==> config.mk <==
export PLATFORM = sky130hd
export DESIGN_NAME = rlsm_ctrl
export DESIGN_NICKNAME = d
export VERILOG_FILES = /design/src/rtl/rlsm_pkg.sv /design/src/rtl/rlsm_ctrl.sv
export SDC_FILE = /design/constraint.sdc
export NUM_CORES = 1
export LEC_CHECK = 0
export BUFFER_PORTS_ARGS = -buffer_cell sky130_fd_sc_hd__buf_2
export CORE_MARGIN = 5
export CORE_UTILIZATION = 37
export DETAILED_ROUTE_END_ITERATION = 6
export PLACE_DENSITY = 0.75
export REMOVE_ABC_BUFFERS = 1
export SLEW_MARGIN = 20
export SYNTH_ARGS = -nofsm -noshare
export SYNTH_HDL_FRONTEND = slang
export SYNTH_SLANG_ARGS = --single-unit
==> constraint.sdc <==
create_clock -name clk_i -period 1.4 [get_ports clk_i]
set_input_delay 0.07 -clock clk_i [delete_from_list [all_inputs] [get_ports clk_i]]
set_output_delay 0.07 -clock clk_i [all_outputs]
set_load 0.005 [all_outputs]
==> src/rtl/rlsm_pkg.sv <==
// package: types, constants and codes shared by the latency monitor
`default_nettype none
package rlsm_pkg;

  localparam int unsigned PendingEntriesDefault = 64;
  localparam int unsigned StatsEntriesDefault   = 64;
  localparam logic [31:0] SyncMaskReset         = 32'h0010_5000;
  localparam int unsigned SlotW                 = 6;

  // request type codes
  localparam logic [2:0] ReqWriteStart = 3'd0;
  localparam logic [2:0] ReqWriteEnd   = 3'd1;
  localparam logic [2:0] ReqFsyncStart = 3'd2;
  localparam logic [2:0] ReqFsyncEnd   = 3'd3;
  localparam logic [2:0] ReqReadSlot   = 3'd4;

  // result status codes
  localparam logic [2:0] StStarted     = 3'd0;
  localparam logic [2:0] StStartDrop   = 3'd1;
  localparam logic [2:0] StUpdated     = 3'd2;
  localparam logic [2:0] StNoMatch     = 3'd3;
  localparam logic [2:0] StErrDiscard  = 3'd4;
  localparam logic [2:0] StStatsFull   = 3'd5;
  localparam logic [2:0] StRead        = 3'd6;

  typedef struct packed {
    logic [2:0]        req_type;
    logic [63:0]       thread_id;
    logic [63:0]       timestamp;
    logic [31:0]       file_flags;
    logic signed [63:0] return_value;
    logic [63:0]       name_low;
    logic [63:0]       name_high;
    logic [5:0]        read_slot;
  } req_t;

  typedef struct packed {
    logic [2:0]  status;
    logic [5:0]  slot;
    logic        entry_valid;
    logic [31:0] pid;
    logic        sync_kind;
    logic [63:0] key_name_low;
    logic [63:0] key_name_high;
    logic [63:0] call_count;
    logic [63:0] byte_count;
    logic [63:0] latency_sum;
    logic [63:0] latency_max;
  } rsp_t;

  typedef enum logic [3:0] {
    S_IDLE,
    S_PSCAN,
    S_PDONE,
    S_SSCAN,
    S_SDONE,
    S_SREAD,
    S_SCALC,
    S_RREAD,
    S_RDONE,
    S_OUT
  } state_e;

  // controller to datapath commands
  typedef struct packed {
    logic load;        // capture request
    logic pscan_clr;   // restart pending scan
    logic pscan_step;  // examine one pending entry
    logic pwrite;      // write start into pending table
    logic pfree;       // clear pending valid of hit
    logic sscan_clr;
    logic sscan_step;
    logic sread;       // issue stats read at chosen slot
    logic swrite;      // write updated stats entry
    logic rread;       // issue stats read at read slot
    logic [2:0] status;
    logic set_out;     // load output register, entry fields if fill_entry
    logic fill_entry;
  } cmd_t;

  // datapath to controller status
  typedef struct packed {
    logic is_start;
    logic is_end;
    logic is_read;
    logic pscan_last;
    logic phit;
    logic pfree_found;
    logic neg_ret;
    logic sscan_last;
    logic shit;
    logic sfree_found;
    logic rslot_live;
  } sts_t;

endpackage
`default_nettype wire

==> src/rtl/rlsm_ctrl.sv <==
// controller state machine sequencing table scans and updates
`default_nettype none
module rlsm_ctrl (
  input  wire                 clk_i,
  input  wire                 rst_ni,
  input  wire                 in_valid_i,
  output logic                in_stall_o,
  output logic                out_valid_o,
  input  wire                 out_stall_i,
  input  wire  rlsm_pkg::sts_t sts_i,
  output rlsm_pkg::cmd_t      cmd_o
);
  import rlsm_pkg::*;

  state_e state_q, state_d;

  // state register
  always_ff @(posedge clk_i or negedge rst_ni) begin
    if (!rst_ni) begin
      state_q <= S_IDLE;
    end else begin
      state_q <= state_d;
    end
  end

  // next state
  always_comb begin
    state_d = state_q;
    case (state_q)
      S_IDLE: if (in_valid_i) state_d = S_PSCAN;
      S_PSCAN: begin
        if (sts_i.is_read) state_d = S_RREAD;
        else if (!sts_i.is_start && !sts_i.is_end) state_d = S_OUT;
        else if (sts_i.pscan_last) state_d = S_PDONE;
      end
      S_PDONE: begin
        if (sts_i.is_start || !sts_i.phit || sts_i.neg_ret) state_d = S_OUT;
        else state_d = S_SSCAN;
      end
      S_SSCAN: if (sts_i.sscan_last) state_d = S_SDONE;
      S_SDONE: begin
        if (!sts_i.shit && !sts_i.sfree_found) state_d = S_OUT;
        else state_d = S_SREAD;
      end
      S_SREAD: state_d = S_SCALC;
      S_SCALC: state_d = S_OUT;
      S_RREAD: state_d = S_RDONE;
      S_RDONE: state_d = S_OUT;
      S_OUT:   if (!out_stall_i) state_d = S_IDLE;
      default: state_d = S_IDLE;
    endcase
  end

  // outputs
  always_comb begin
    cmd_o       = '0;
    in_stall_o  = (state_q != S_IDLE);
    out_valid_o = (state_q == S_OUT);
    case (state_q)
      S_IDLE: begin
        cmd_o.load      = in_valid_i;
        cmd_o.pscan_clr = 1'b1;
        cmd_o.sscan_clr = 1'b1;
      end
      S_PSCAN: begin
        cmd_o.pscan_step = sts_i.is_start || sts_i.is_end;
        if (!sts_i.is_read && !sts_i.is_start && !sts_i.is_end) begin
          cmd_o.set_out = 1'b1;
          cmd_o.status  = StNoMatch;
        end
      end
      S_PDONE: begin
        cmd_o.set_out = 1'b1;
        if (sts_i.is_start) begin
          if (sts_i.phit || sts_i.pfree_found) begin
            cmd_o.pwrite = 1'b1;
            cmd_o.status = StStarted;
          end else begin
            cmd_o.status = StStartDrop;
          end
        end else if (!sts_i.phit) begin
          cmd_o.status = StNoMatch;
        end else begin
          cmd_o.pfree = 1'b1;
          cmd_o.status = StErrDiscard;
          cmd_o.set_out = sts_i.neg_ret;
        end
      end
      S_SSCAN: cmd_o.sscan_step = 1'b1;
      S_SDONE: begin
        if (!sts_i.shit && !sts_i.sfree_found) begin
          cmd_o.set_out = 1'b1;
          cmd_o.status  = StStatsFull;
        end else begin
          cmd_o.sread = 1'b1;
        end
      end
      // selected slot is registered now, read it
      S_SREAD: cmd_o.sread = 1'b1;
      S_SCALC: begin
        cmd_o.swrite     = 1'b1;
        cmd_o.set_out    = 1'b1;
        cmd_o.fill_entry = 1'b1;
        cmd_o.status     = StUpdated;
      end
      S_RREAD: cmd_o.rread = 1'b1;
      S_RDONE: begin
        cmd_o.set_out    = 1'b1;
        cmd_o.fill_entry = sts_i.rslot_live;
        cmd_o.status     = StRead;
      end
      default: ;
    endcase
  end

`ifndef NO_ASSERTIONS
  // a new transaction is only taken when idle
  a_load_idle: assert property (@(posedge clk_i) disable iff (!rst_ni)
    cmd_o.load |-> state_q == S_IDLE) else $error("load outside idle");
  // a stalled result stays presented
  a_out_hold: assert property (@(posedge clk_i) disable iff (!rst_ni)
    out_valid_o && out_stall_i |=> out_valid_o) else $error("result dropped");
  // stats write only after a stats read
  a_swrite: assert property (@(posedge clk_i) disable iff (!rst_ni)
    cmd_o.swrite |-> $past(cmd_o.sread, 2)) else $error("write without read");
`endif
endmodule
`default_nettype wire

# Word-level counts from Yosys, hierarchy flattened
# Index checks and enable logic that the tools add are counted.
[op_classes] div_mod_pow=0 order_cmp=0 multipliers=0 bitwise=0 eq_ne=13 n_reduce_logical=18 mux=31 add_sub_neg=0 shift=0
[op_table] op="$mux 4" count=9
[op_table] op="$pmux 4 s9" count=1
[op_table] op="$pmux 4 s5" count=1
[op_table] op="$eq 4x3->1 const B" count=4
[op_table] op="$mux 1" count=13
[op_table] op="$mux 3" count=3
[op_table] op="$eq 4x2->1 const B" count=2
[op_table] op="$eq 4x4->1 const B" count=2
[op_table] op="$logic_not 1->1" count=6
[op_table] op="$ne 2x2->1 const B" count=3
[op_table] op="$eq 4x1->1 const B" count=1
[op_table] op="$logic_and 1x1->1" count=4
[op_table] op="$logic_not 4->1" count=1
[op_table] op="$logic_or 1x1->1" count=4
[op_table] op="$mux 2" count=2
[op_table] op="$ne 4x4->1 const B" count=1
[op_table] op="$pmux 1 s2" count=2
[op_table] op="$reduce_and 4->1" count=1
[op_table] op="$reduce_bool 4->1" count=1
[op_table] op="$reduce_or 2->1" count=1
[word_totals] wordCells=63 inputBits=15 ram_bits=0 romBits=0 memories=0 regBits=4 latchBits=0

# Logic depth before layout (Yosys ltp)
# Gate-level depths: netlist of the first run.
[logic_depth] word_depth=5 ltp_mapped=5

# Worst setup path before layout of the first run
# OpenSTA, ideal clock, no wires.
[synth_timing] kind="register -> register" startpoint="register state_q[1]" endpoint="register state_q[1]" period_less_slack_ns=1.432 arrival_ns=1.311 path_slack_ns=-0.032 setup_ns=0.121 stages_incl_launch_ff=5 required_time_ns=1.279 cell_sequence="dfrtp_1 -> nand2b_4 -> or4_4 -> o32a_1 -> a22o_1"
[synth_via] elab_chain_len=3
[synth_rtl] item="from (decl)" line_no="rlsm_ctrl.sv:15" rtl="state_e state_q, state_d;"
[synth_rtl] item="from (signal assigned)" line_no="rlsm_ctrl.sv:22" rtl="state_q <= state_d;"
[synth_rtl] item="$eq 4x4->1, or another cell as far along" line_no="rlsm_ctrl.sv:29" rtl="case (state_q)"
[synth_rtl] item="$reduce_or 2->1 (no line), or another cell as far along"
[synth_rtl] item="$pmux 4 s9 or $reduce_and 4->1 (tied branches)"
# Parallel ways exist; a longest one is shown, timed or not.
# A chain may end at the register's enable or synchronous reset.

==> results.md, run 1 <==
* Outcome: finished, violations left
* Violated checks: setup timing
* Final hold vios at 0
* Post-Route Skew at 0.534 ps
* Worst hold path type: input port to flop
* Synth area leaders: dfrtp_1, nor3_1, nand2_1
* Crit path max-delay cell type: or3b_1
* Most common cell after layout, fill and taps aside: buf_2
* Most frequent cells in the layout: buf_2, buf_6, buf_4
* Die height at 47.5 um
* Worst Path Arrival at 1660 ps
* Fin crit share at 1.23
* Worst-margin pin slew at 361 ps
* CTS tree: yes
* Largest net degree at the start of global routing at 10
* Grt ovf at 0
* Area of the multi-input gates at 524 um2
* CTS sink cnt at 4
* Hold slack at 136 ps
* Worst skew pair latency at 240 ps
* Max stage delay on crit path at 410 ps
* VDD IR max at 1.13 mV
* Clk slew on worst S/H paths at 40 ps
* Fraction of registers with async set or reset after synthesis at 1.00
* Vias/cell at 5.83
* H-Tree Depth at 1
* Ports at 32
* Worst path depth at 6
* Ys flop type: dfrtp_1
* Endpoint class of the critical path: output pin
* WP data required at 1330 ps
* DRC at 0
* Area grow syn2layout at 101%
* Tot GR Track Use at 0.195
* Slew HR at 0.757
* CP Max Fanout at 3
* Largest registers: state_q: 4 flops
* Crit path time final at 1730 ps
* Kind of critical path: flop to output pin
* Max FFs per register at 4
* Top delay family on crit path: simple AND/OR/NAND/NOR gates
* Global-route wire length before repair at 3.11 mm
* Final WS setup at -328 ps
* Inst Count DP at 128
* Post-Syn Area per Cell at 7.11 um2
* RSZ-0062 raised after global routing: yes
* Final Wtd Congestion at 0.836
* Share of cells above drive strength 1 at 0.656
* Total negative slack at -2480 ps
* Register area share after synthesis at 0.193
* Fin nets at 139
* EDFF count, synth at 0
* Fillers at 88
* Router iterations before antenna repair at 4
* Synth top area share at 0.193
* Core area at 1320 um2
* Routed length per instance at 16.3 um
* CP Launch Point: state_q[1]$_DFFE_PN0P_
* Vias at 799
* Worst-path cell chain: buf_4 -> or3b_1 -> a21oi_2 -> a41oi_1 -> nand2_1 -> buf_2
* Reg2reg setup slack at -170 ps
* Synthesized area at 519 um2
* Antenna diode count at 0
* Initial antenna violation count at 0
* Reg area at 101 um2
* P per Cell Area at 2020 nW/um2
* #FFs+latches synth at 4
* Mapped Cells at 73
* I/O Buffers at 31
* Routed Antenna Nets at 0
* Reg2Reg Launch Point: state_q[3]$_DFFE_PN0P_
* Post-Route WL at 2.23 mm
* Total power at 2.11 mW
* DP HPWL at 1.42 mm
* Vias in the first global route at 717
* Final setup viols at 17
* R2R depth at 6
* Max Fclk at 579 MHz
* Root Driver: clkbuf_4
* Fin. max-slew vios at 0
* Max Cap Viol at 0
* Clock tree buffer depth at 2
* Cell taking the most area after synthesis: dfrtp_1
* Rows at 13
* Static leakage at 0.498 nW
* CP bufs+invs at 2
* Register with the most flip-flops: state_q
* Post-layout util at 0.792
* Die extent in x at 47.5 um
* Synth warnings at 0
* Initial core utilization at 0.394
* Startpoint Class: flop
* Finished Layout Cells at 137
* TritonCTS buffer count at 3
* DIE AREA at 2250 um2
* Iter 0 DRT Violations at 38
* Capturing point of the worst reg2reg path: state_q[1]$_DFFE_PN0P_
* Count of distinct cell types in the synthesized netlist at 35
* Critical Path End: cmd_o[1]
-- Yosys cell counts, types with 2 or more instances --
master / instances
o21ai_0: 5
a21oi_1: 2
or2_2: 2
inv_1: 3
nor3_1: 6
nor2_1: 8
buf_2: 3
a211o_1: 2
nor2b_1: 2
nand2_1: 8
nor4_1: 3
nand3_1: 2
dfrtp_1: 4
nand2b_1: 2
-- final cells by class --
type / count / share of cell area
repair buffers: 51 / 0.348
inverters: 3 / 0.0132
clock buffers: 3 / 0.0216
multi-input cells: 61 / 0.502
well taps: 15 / 0.0180
flip-flops and latches: 4 / 0.0971
-- worst reg2reg max path, stage by stage (launching register included) --
cell and delay (ps):
dfrtp_1 410, buf_4 150, buf_6 130, nor2_1 160, a21oi_2 80, o32a_1 330, a22o_1 190
-- where the power goes --
part	leakage [nW]	switching, mW	internal [mW]	total, mW
logic	0.434	0.828	0.894	1.72
registers	0.0494	0.0608	0.172	0.233
clock network	0.0138	0.0603	0.0968	0.157
-- cell families after synthesis --
family	count (synthesis)	synth area share
AO/OA/AOI/OAI	19	0.263
buffers and inverters	8	0.0867
flip-flops	4	0.193
AND/OR/NAND/NOR	42	0.458
-- metrics by stage --
step	worst slack, ps	instance area (um2)
floorplan	-154	485
global placement	-29.0	764
detailed placement	-65.7	764
CTS	-315	923
global route	-422	1040
finish	-328	1040
-- layer usage --
metal	global-route usage	vias up	wire [um]
li1	-	371	-
met1	0.259	370	828
met2	0.318	54	1200
met3	0.0301	4	191
met4	0.0718	0	15
met5	0	-	0
-- timing repair --
action                                  4_1_cts  5_1_grt
endpoints found under the setup margin       16       20
hold buffers                                  1        0
pin swaps                                     7        5
hold endpoints to repair                      4        0
resized for setup                            26       25
buffers inserted                              4        4
-- how the worst min path moves through the flow --
stage	startpoint	to	slack, ps	cells past startpoint
after floorplan	rst_ni	state_q[0]$_DFFE_PN0P_	-230	0
after global placement	rst_ni	state_q[3]$_DFFE_PN0P_	-130	1
after detailed placement	rst_ni	state_q[0]$_DFFE_PN0P_	-120	1
after CTS	sts_i[3]	state_q[1]$_DFFE_PN0P_	140	3
after global routing	sts_i[3]	state_q[1]$_DFFE_PN0P_	140	3
final	sts_i[3]	state_q[1]$_DFFE_PN0P_	140	3
(Power assumes the default switching activity.)
==> inputs of run 2 (changes only) <==
--- a/config.mk
+++ b/config.mk
@@ -5,6 +5,7 @@
 export SDC_FILE = /design/constraint.sdc
 export NUM_CORES = 1
 export LEC_CHECK = 0
+export ABC_AREA = 1
 export BUFFER_PORTS_ARGS = -buffer_cell sky130_fd_sc_hd__buf_2
 export CORE_MARGIN = 5
 export CORE_UTILIZATION = 37
==> results.md, run 2 <==
* Outcome: finished, violations left (unchanged)
* Violated checks: setup timing (unchanged)
* Initial antenna violation count at 0 (unchanged)
* Clk pwr share at 0.081 (was 0.074)
* Worst hold path type: input port to flop (unchanged)
* Top delay family on crit path: simple AND/OR/NAND/NOR gates (unchanged)
* CP Max Fanout at 4 (was 3)
* Synth top area share at 0.188 (was 0.193)
* Routed length per instance at 13.9 um (was 16.3 um)
* Clock tree buffer depth at 2 (unchanged)
* Top post-synthesis cells by count: nand2_1, nor2_1, inv_1 (was nand2_1, nor2_1, nor3_1)
* Static leakage at 0.567 nW (was 0.498 nW)
* Global-route wire length before repair at 3.07 mm (was 3.11 mm)
* DRC at 0 (unchanged)
* Vias/cell at 5.18 (was 5.83)
* Largest net degree at the start of global routing at 7 (was 10)
* Total negative slack at -396 ps (was -2480 ps)
* Combinational power share at 0.759 (was 0.815)
* Mapped Cells at 96 (was 73)
* Fin. max-slew vios at 0 (unchanged)
* Finished Layout Cells at 160 (was 137)
* Initial core utilization at 0.399 (was 0.394)
* Die height at 47.9 um (was 47.5 um)
* #FFs+latches synth at 4 (unchanged)
* Area of the multi-input gates at 447 um2 (was 524 um2)
* Max FFs per register at 4 (unchanged)
* Final hold vios at 0 (unchanged)
* Synthesized area at 532 um2 (was 519 um2)
* Worst Path Arrival at 1420 ps (was 1660 ps)
* Most common cell after layout, fill and taps aside: buf_2 (unchanged)
* Crit path max-delay cell type: dfrtp_2 (was or3b_1)
* Reg2reg setup slack at 0 ps (was -170 ps)
* Synth area leaders: dfrtp_1, nand2_1, nor2_1 (was dfrtp_1, nor3_1, nand2_1)
* Register with the most flip-flops: state_q (unchanged)
* Final setup viols at 9 (was 17)
* Post-layout util at 0.714 (was 0.792)
* Worst skew pair latency at 240 ps (about the same)
* Die extent in x at 47.9 um (was 47.5 um)
* Final Wtd Congestion at 0.851 (was 0.836)
* Worst-margin pin slew at 447 ps (was 361 ps)
* DIE AREA at 2300 um2 (was 2250 um2)
* Inst Count DP at 141 (was 128)
* Antenna diode count at 0 (unchanged)
* Max Cap Viol at 0 (unchanged)
* Iter 0 DRT Violations at 11 (was 38)
* Max Fclk at 669 MHz (was 579 MHz)
* CTS tree: yes (unchanged)
* Most frequent CP cell: nor2_4
* Crit path time final at 1490 ps (was 1730 ps)
* Ys flop type: dfrtp_1 (unchanged)
* WP data required at 1330 ps (about the same)
* Post-Syn Area per Cell at 5.54 um2 (was 7.11 um2)
* Largest registers: state_q: 4 flops (unchanged)
* Fin nets at 162 (was 139)
* Most frequent cell after synthesis: nand2_1
* Tot GR Track Use at 0.192 (was 0.195)
* Ports at 32 (unchanged)
* Sw power at 891 uW (was 949 uW)
* Cell taking the most area after synthesis: dfrtp_1 (unchanged)
* Final WS setup at -94.1 ps (was -328 ps)
* Share of cells above drive strength 1 at 0.579 (was 0.656)
* Worst-path cell chain: nor2_4 -> nand2_4 -> nor2_4 -> inv_2 -> and2_4 -> nand3_2 -> buf_2 (was buf_4 -> or3b_1 -> a21oi_2 -> a41oi_1 -> nand2_1 -> buf_2)
* Fin crit share at 1.07 (was 1.23)
* Router iterations before antenna repair at 4 (unchanged)
* Routed Antenna Nets at 0 (unchanged)
* Sw frac at 0.496 (was 0.450)
* Post-Route Skew at 9.47 ps (was 0.534 ps)
* Vias at 828 (was 799)
* Area grow syn2layout at 79.1% (was 101%)
* Fillers at 112 (was 88)
* Root Driver: clkbuf_4 (unchanged)
* Startpoint Class: flop (unchanged)
* Grt ovf at 0 (unchanged)
* Reg area at 105 um2 (was 101 um2)
* CTS sink cnt at 4 (unchanged)
* Vias in the first global route at 788 (was 717)
* Most frequent cells in the layout: buf_2, nand2_1, nor2_1 (was buf_2, buf_6, buf_4)
* RSZ-0062 raised after global routing: yes (unchanged)
* Synth warnings at 0 (unchanged)
* Endpoint class of the critical path: output pin (unchanged)
* CP bufs+invs at 2 (unchanged)
* Post-Route WL at 2.22 mm (was 2.23 mm)
* TritonCTS buffer count at 3 (unchanged)
* Core area at 1330 um2 (was 1320 um2)
* Sequential power share at 0.160 (was 0.110)
* Total power at 1.80 mW (was 2.11 mW)
* H-Tree Depth at 1 (unchanged)
* Slew HR at 0.700 (was 0.757)
* Clk slew on worst S/H paths at 40 ps (about the same)
* Register area share after synthesis at 0.188 (was 0.193)
* I/O Buffers at 31 (unchanged)
* Max stage delay on crit path at 470 ps (was 410 ps)
* Count of distinct cell types in the synthesized netlist at 17 (was 35)
* Dpl ws at 102 ps (was -65.7 ps)
* Internal Power at 906 uW (was 1.16 mW)
* DP HPWL at 1.29 mm (was 1.42 mm)
* Kind of critical path: flop to output pin (unchanged)
* Rows at 13 (unchanged)
* Fraction of registers with async set or reset after synthesis at 1.00 (unchanged)
* EDFF count, synth at 0 (unchanged)
* P per Cell Area at 1890 nW/um2 (was 2020 nW/um2)
* VDD IR max at 1.23 mV (was 1.13 mV)
==> run 2: cell count changes after synthesis, moves of 3 or more <==
cell / delta
inv_2: +5
nor2_1: +11
buf_2: -3
nand4_1: +4
nand2_2: +3
nand3_1: +5
nor2_2: +4
nor4_1: -3
inv_1: +8
nand2_1: +16
o21ai_0: -5
==> run 2: metal layers <==
metal,routed length [um],GRT usage,part of all wire,vias up
li1,-,-,-,400
met5,0,0,0,-
met1,821,0.191,0.37,378
met3,148,0.0677,0.067,10
met2,1180,0.332,0.53,40
met4,76,0.129,0.034,0
==> run 2: final timing paths <==
kind / depth (start not counted) / startpoint / end
max in group asynchronous: 2 / rst_ni / state_q[1]$_DFFE_PN0P_
setup / recovery: 7 / state_q[3]$_DFFE_PN0P_ / cmd_o[2]
hold reg to reg: 2 / state_q[0]$_DFFE_PN0P_ / state_q[1]$_DFFE_PN0P_
min in group asynchronous: 2 / rst_ni / state_q[2]$_DFFE_PN0P_
setup reg to reg: 10 / state_q[2]$_DFFE_PN0P_ / state_q[0]$_DFFE_PN0P_
hold / removal: 4 / sts_i[3] / state_q[1]$_DFFE_PN0P_
==> run 2: worst min-delay path, delay by kind of cell <==
| family | cells | cell delay [ps] |
|---|---|---|
| and+or+nand+nor | 2 | 190 |
| buffers and inverters | 2 | 100 |
==> run 2: kinds of logic after synthesis <==
group	Yosys count	share of synthesized area
AO/OA/AOI/OAI	1	0.00940
AND/OR/NAND/NOR	74	0.675
flip-flops	4	0.188
buffers and inverters	17	0.127
==> run 2: area by class of cell <==
| class | count | area share |
|---|---|---|
| clock buffers | 3 | 0.0237 |
| inverters | 16 | 0.0710 |
| multi-input cells | 75 | 0.469 |
| flip-flops and latches | 4 | 0.110 |
| well taps | 15 | 0.0197 |
| repair buffers | 47 | 0.306 |
==> run 2: per-stage QoR <==
stage                     hold WS [ps]  area, um2
after CTS                          157        823
after floorplan                   -226        524
after global placement            -125        698
after global routing               183        952
after detailed placement          -121        698
final                              175        952
==> run 2: power by group through the flow <==
stage / combinational [mW] / clock, mW / sequential [mW]
2_1_floorplan: 0.599 / 0 / 0.231
3_3_place_gp: 0.860 / 0 / 0.245
3_5_place_dp: 0.875 / 0 / 0.249
4_1_cts: 1.08 / 0.151 / 0.274
5_1_grt: 1.50 / 0.165 / 0.294
6_report: 1.36 / 0.145 / 0.288
==> run 2: repair_timing <==
| action | 4_1_cts | 5_1_grt |
|---|---|---|
| hold endpoints to repair | 4 | 0 |
| hold buffers | 1 | 0 |
| buffers inserted | 7 | 9 |
| pin swaps | 5 | 13 |
| endpoints found under the setup margin | 8 | 14 |
| gates resized for setup | 13 | 19 |
| gates cloned | 0 | 0 |
==> inputs of run 3 (changes only) <==
--- a/config.mk
+++ b/config.mk
@@ -6,11 +6,12 @@
 export NUM_CORES = 1
 export LEC_CHECK = 0
 export ABC_AREA = 1
+export ABC_CLOCK_PERIOD_IN_PS = 1400
 export BUFFER_PORTS_ARGS = -buffer_cell sky130_fd_sc_hd__buf_2
 export CORE_MARGIN = 5
 export CORE_UTILIZATION = 37
 export DETAILED_ROUTE_END_ITERATION = 6
-export PLACE_DENSITY = 0.75
+export PLACE_DENSITY = 0.76
 export REMOVE_ABC_BUFFERS = 1
 export SLEW_MARGIN = 20
 export SYNTH_ARGS = -nofsm -noshare
==> results.md, run 3 (synthesis results as in run 2) <==
* Final instance area at 858 um2 (was 952 um2)
* Final Wtd Congestion at 0.839 (was 0.851)
* Die height at 47.9 um (unchanged)
* Core area at 1330 um2 (unchanged)
* Iter 0 DRT Violations at 31 (was 11)
* Placed cell area at 698 um2 (unchanged)
* Router iterations before antenna repair at 4 (unchanged)
* Post-Route WL at 1.86 mm (was 2.22 mm)
* Grt ovf at 0 (unchanged)
* Worst hold path type: input port to async pin (was input port to flop)
* Final setup viols at 5 (was 9)
* Largest registers: state_q: 4 flops (unchanged)
* Fin. max-slew vios at 0 (unchanged)
* Fillers at 115 (was 112)
* CTS tree: yes (unchanged)
* Worst skew pair latency at 230 ps (was 240 ps)
* Clock tree buffer depth at 2 (unchanged)
* Register with the most flip-flops: state_q (unchanged)
* DP HPWL at 1.25 mm (was 1.29 mm)
* Post-Route Skew at 7.02 ps (was 9.47 ps)
* I/O Buffers at 31 (unchanged)
* Root Driver: clkbuf_4 (unchanged)
* Initial core utilization at 0.399 (unchanged)
* RSZ-0062 raised after global routing: yes (unchanged)
* Vias/cell at 4.91 (was 5.18)
* Most frequent cells in the layout: buf_2, nand2_1, nor2_1 (unchanged)
* Max Fclk at 698 MHz (was 669 MHz)
* Routed length per instance at 12.0 um (was 13.9 um)
* Largest net degree at the start of global routing at 7 (unchanged)
* Max FFs per register at 4 (unchanged)
* R2R depth at 8 (was 10)
* Post-layout util at 0.644 (was 0.714)
* Finished Layout Cells at 155 (was 160)
* CP Launch Point: state_q[0]$_DFFE_PN0P_ (was state_q[3]$_DFFE_PN0P_)
* Hold slack at 189 ps (was 175 ps)
* Sw frac at 0.500 (was 0.496)
* Capturing point of the worst reg2reg path: state_q[0]$_DFFE_PN0P_ (unchanged)
* Vias in the first global route at 711 (was 788)
* Inst Count DP at 141 (unchanged)
* Reg2Reg Launch Point: state_q[2]$_DFFE_PN0P_ (unchanged)
* Initial antenna violation count at 0 (unchanged)
* DRC at 0 (unchanged)
* Final hold vios at 0 (unchanged)
* Max Cap Viol at 0 (unchanged)
* Clk slew on worst S/H paths at 40 ps (about the same)
* Worst Path Arrival at 1360 ps (was 1420 ps)
* Die extent in x at 47.9 um (unchanged)
* CTS sink cnt at 4 (unchanged)
* P per Cell Area at 1830 nW/um2 (was 1890 nW/um2)
* Antenna diode count at 0 (unchanged)
* DIE AREA at 2300 um2 (unchanged)
* Clk pwr share at 0.088 (was 0.081)
* Sw power at 786 uW (was 891 uW)
* VDD IR max at 1.19 mV (was 1.23 mV)
* Ports at 32 (unchanged)
* H-Tree Depth at 1 (unchanged)
* TritonCTS buffer count at 3 (unchanged)
* Area grow syn2layout at 61.4% (was 79.1%)
* Internal Power at 785 uW (was 906 uW)
* Total negative slack at -85.7 ps (was -396 ps)
* Slew HR at 0.783 (was 0.700)
* CP Max Fanout at 6 (was 4)
* Most common cell after layout, fill and taps aside: buf_2 (unchanged)
* Reg2reg setup slack at 60 ps (was 0 ps)
* Sequential power share at 0.179 (was 0.160)
* Outcome: finished, violations left (unchanged)
* Rows at 13 (unchanged)
* Critical Path End: cmd_o[2] (unchanged)
* Vias at 761 (was 828)
* Violated checks: setup timing (unchanged)
* Kind of critical path: flop to output pin (unchanged)
* Routed Antenna Nets at 0 (unchanged)
* Worst-margin pin slew at 323 ps (was 447 ps)
* WP data required at 1330 ps (about the same)
* Final WS setup at -31.8 ps (was -94.1 ps)
* Fin crit share at 1.02 (was 1.07)
* Endpoint class of the critical path: output pin (unchanged)
* Fin nets at 157 (was 162)
* Static leakage at 0.527 nW (was 0.567 nW)
* Tot GR Track Use at 0.175 (was 0.192)
* Crit path time final at 1430 ps (was 1490 ps)
* Combinational power share at 0.734 (was 0.759)
* Share of cells above drive strength 1 at 0.529 (was 0.579)
* Global-route wire length before repair at 2.89 mm (was 3.07 mm)
* Startpoint Class: flop (unchanged)
[run 3: changes by cell type in the layout (fill, tap and decap cells not counted), sizes merged]
cell / change
buf: -5
[run 3: metal layers]
layer / up-vias / GRT usage / part of all wire
li1: 390 / - / -
met1: 341 / 0.214 / 0.39
met2: 30 / 0.306 / 0.53
met3: 0 / 0.0376 / 0.075
met4: 0 / 0.0484 / 0
met5: - / 0 / 0
[run 3: area by class of cell]
class / instances / area (um2) / share of cell area
Sequential cell: 4 / 105 / 0.122
Clock buffer: 3 / 22.5 / 0.0262
Timing Repair Buffer: 42 / 240 / 0.280
Inverter: 16 / 62.6 / 0.0729
Multi-Input combinational cell: 75 / 409 / 0.477
Tap cell: 15 / 18.8 / 0.0219
[run 3: critical path: stages (launching register included)]
cell,delay [ps]
dfrtp_2,440
inv_2,80
nor2_4,110
nand2_4,70
nor2_4,90
inv_2,40
and2_4,150
nand3_2,50
buf_2,100
[run 3: worst min-delay path by stage]
stage,startpoint,to,slack (ps)
finish,rst_ni,state_q[2]$_DFFE_PN0P_,190
global route,rst_ni,state_q[2]$_DFFE_PN0P_,190
CTS,rst_ni,state_q[2]$_DFFE_PN0P_,180
detailed placement,rst_ni,state_q[1]$_DFFE_PN0P_,-120
global placement,rst_ni,state_q[1]$_DFFE_PN0P_,-120
floorplan,rst_ni,state_q[0]$_DFFE_PN0P_,-230
[run 3: power by group through the flow]
stage | Sequential (mW) | Combinational [mW] | Clock [mW]
CTS | 0.264 | 1.04 | 0.143
finish | 0.281 | 1.15 | 0.138
global placement | 0.244 | 0.860 | 0
detailed placement | 0.248 | 0.862 | 0
floorplan | 0.231 | 0.599 | 0
global route | 0.283 | 1.30 | 0.154
[run 3: what timing repair did]
item / 4_1_cts / 5_1_grt
hold endpoints to repair: 4 / 0
setup buffers: 7 / 3
resized for setup: 10 / 7
hold buffers: 1 / 0
pin swaps: 6 / 5
setup endpoints to repair: 7 / 13
[run 3: through the flow]
stage / power (mW) / setup slack (ps)
2_1_floorplan: 0.831 / 197
3_3_place_gp: 1.10 / 125
3_5_place_dp: 1.11 / 113
4_1_cts: 1.45 / -33.3
5_1_grt: 1.74 / -121
6_report: 1.57 / -31.8
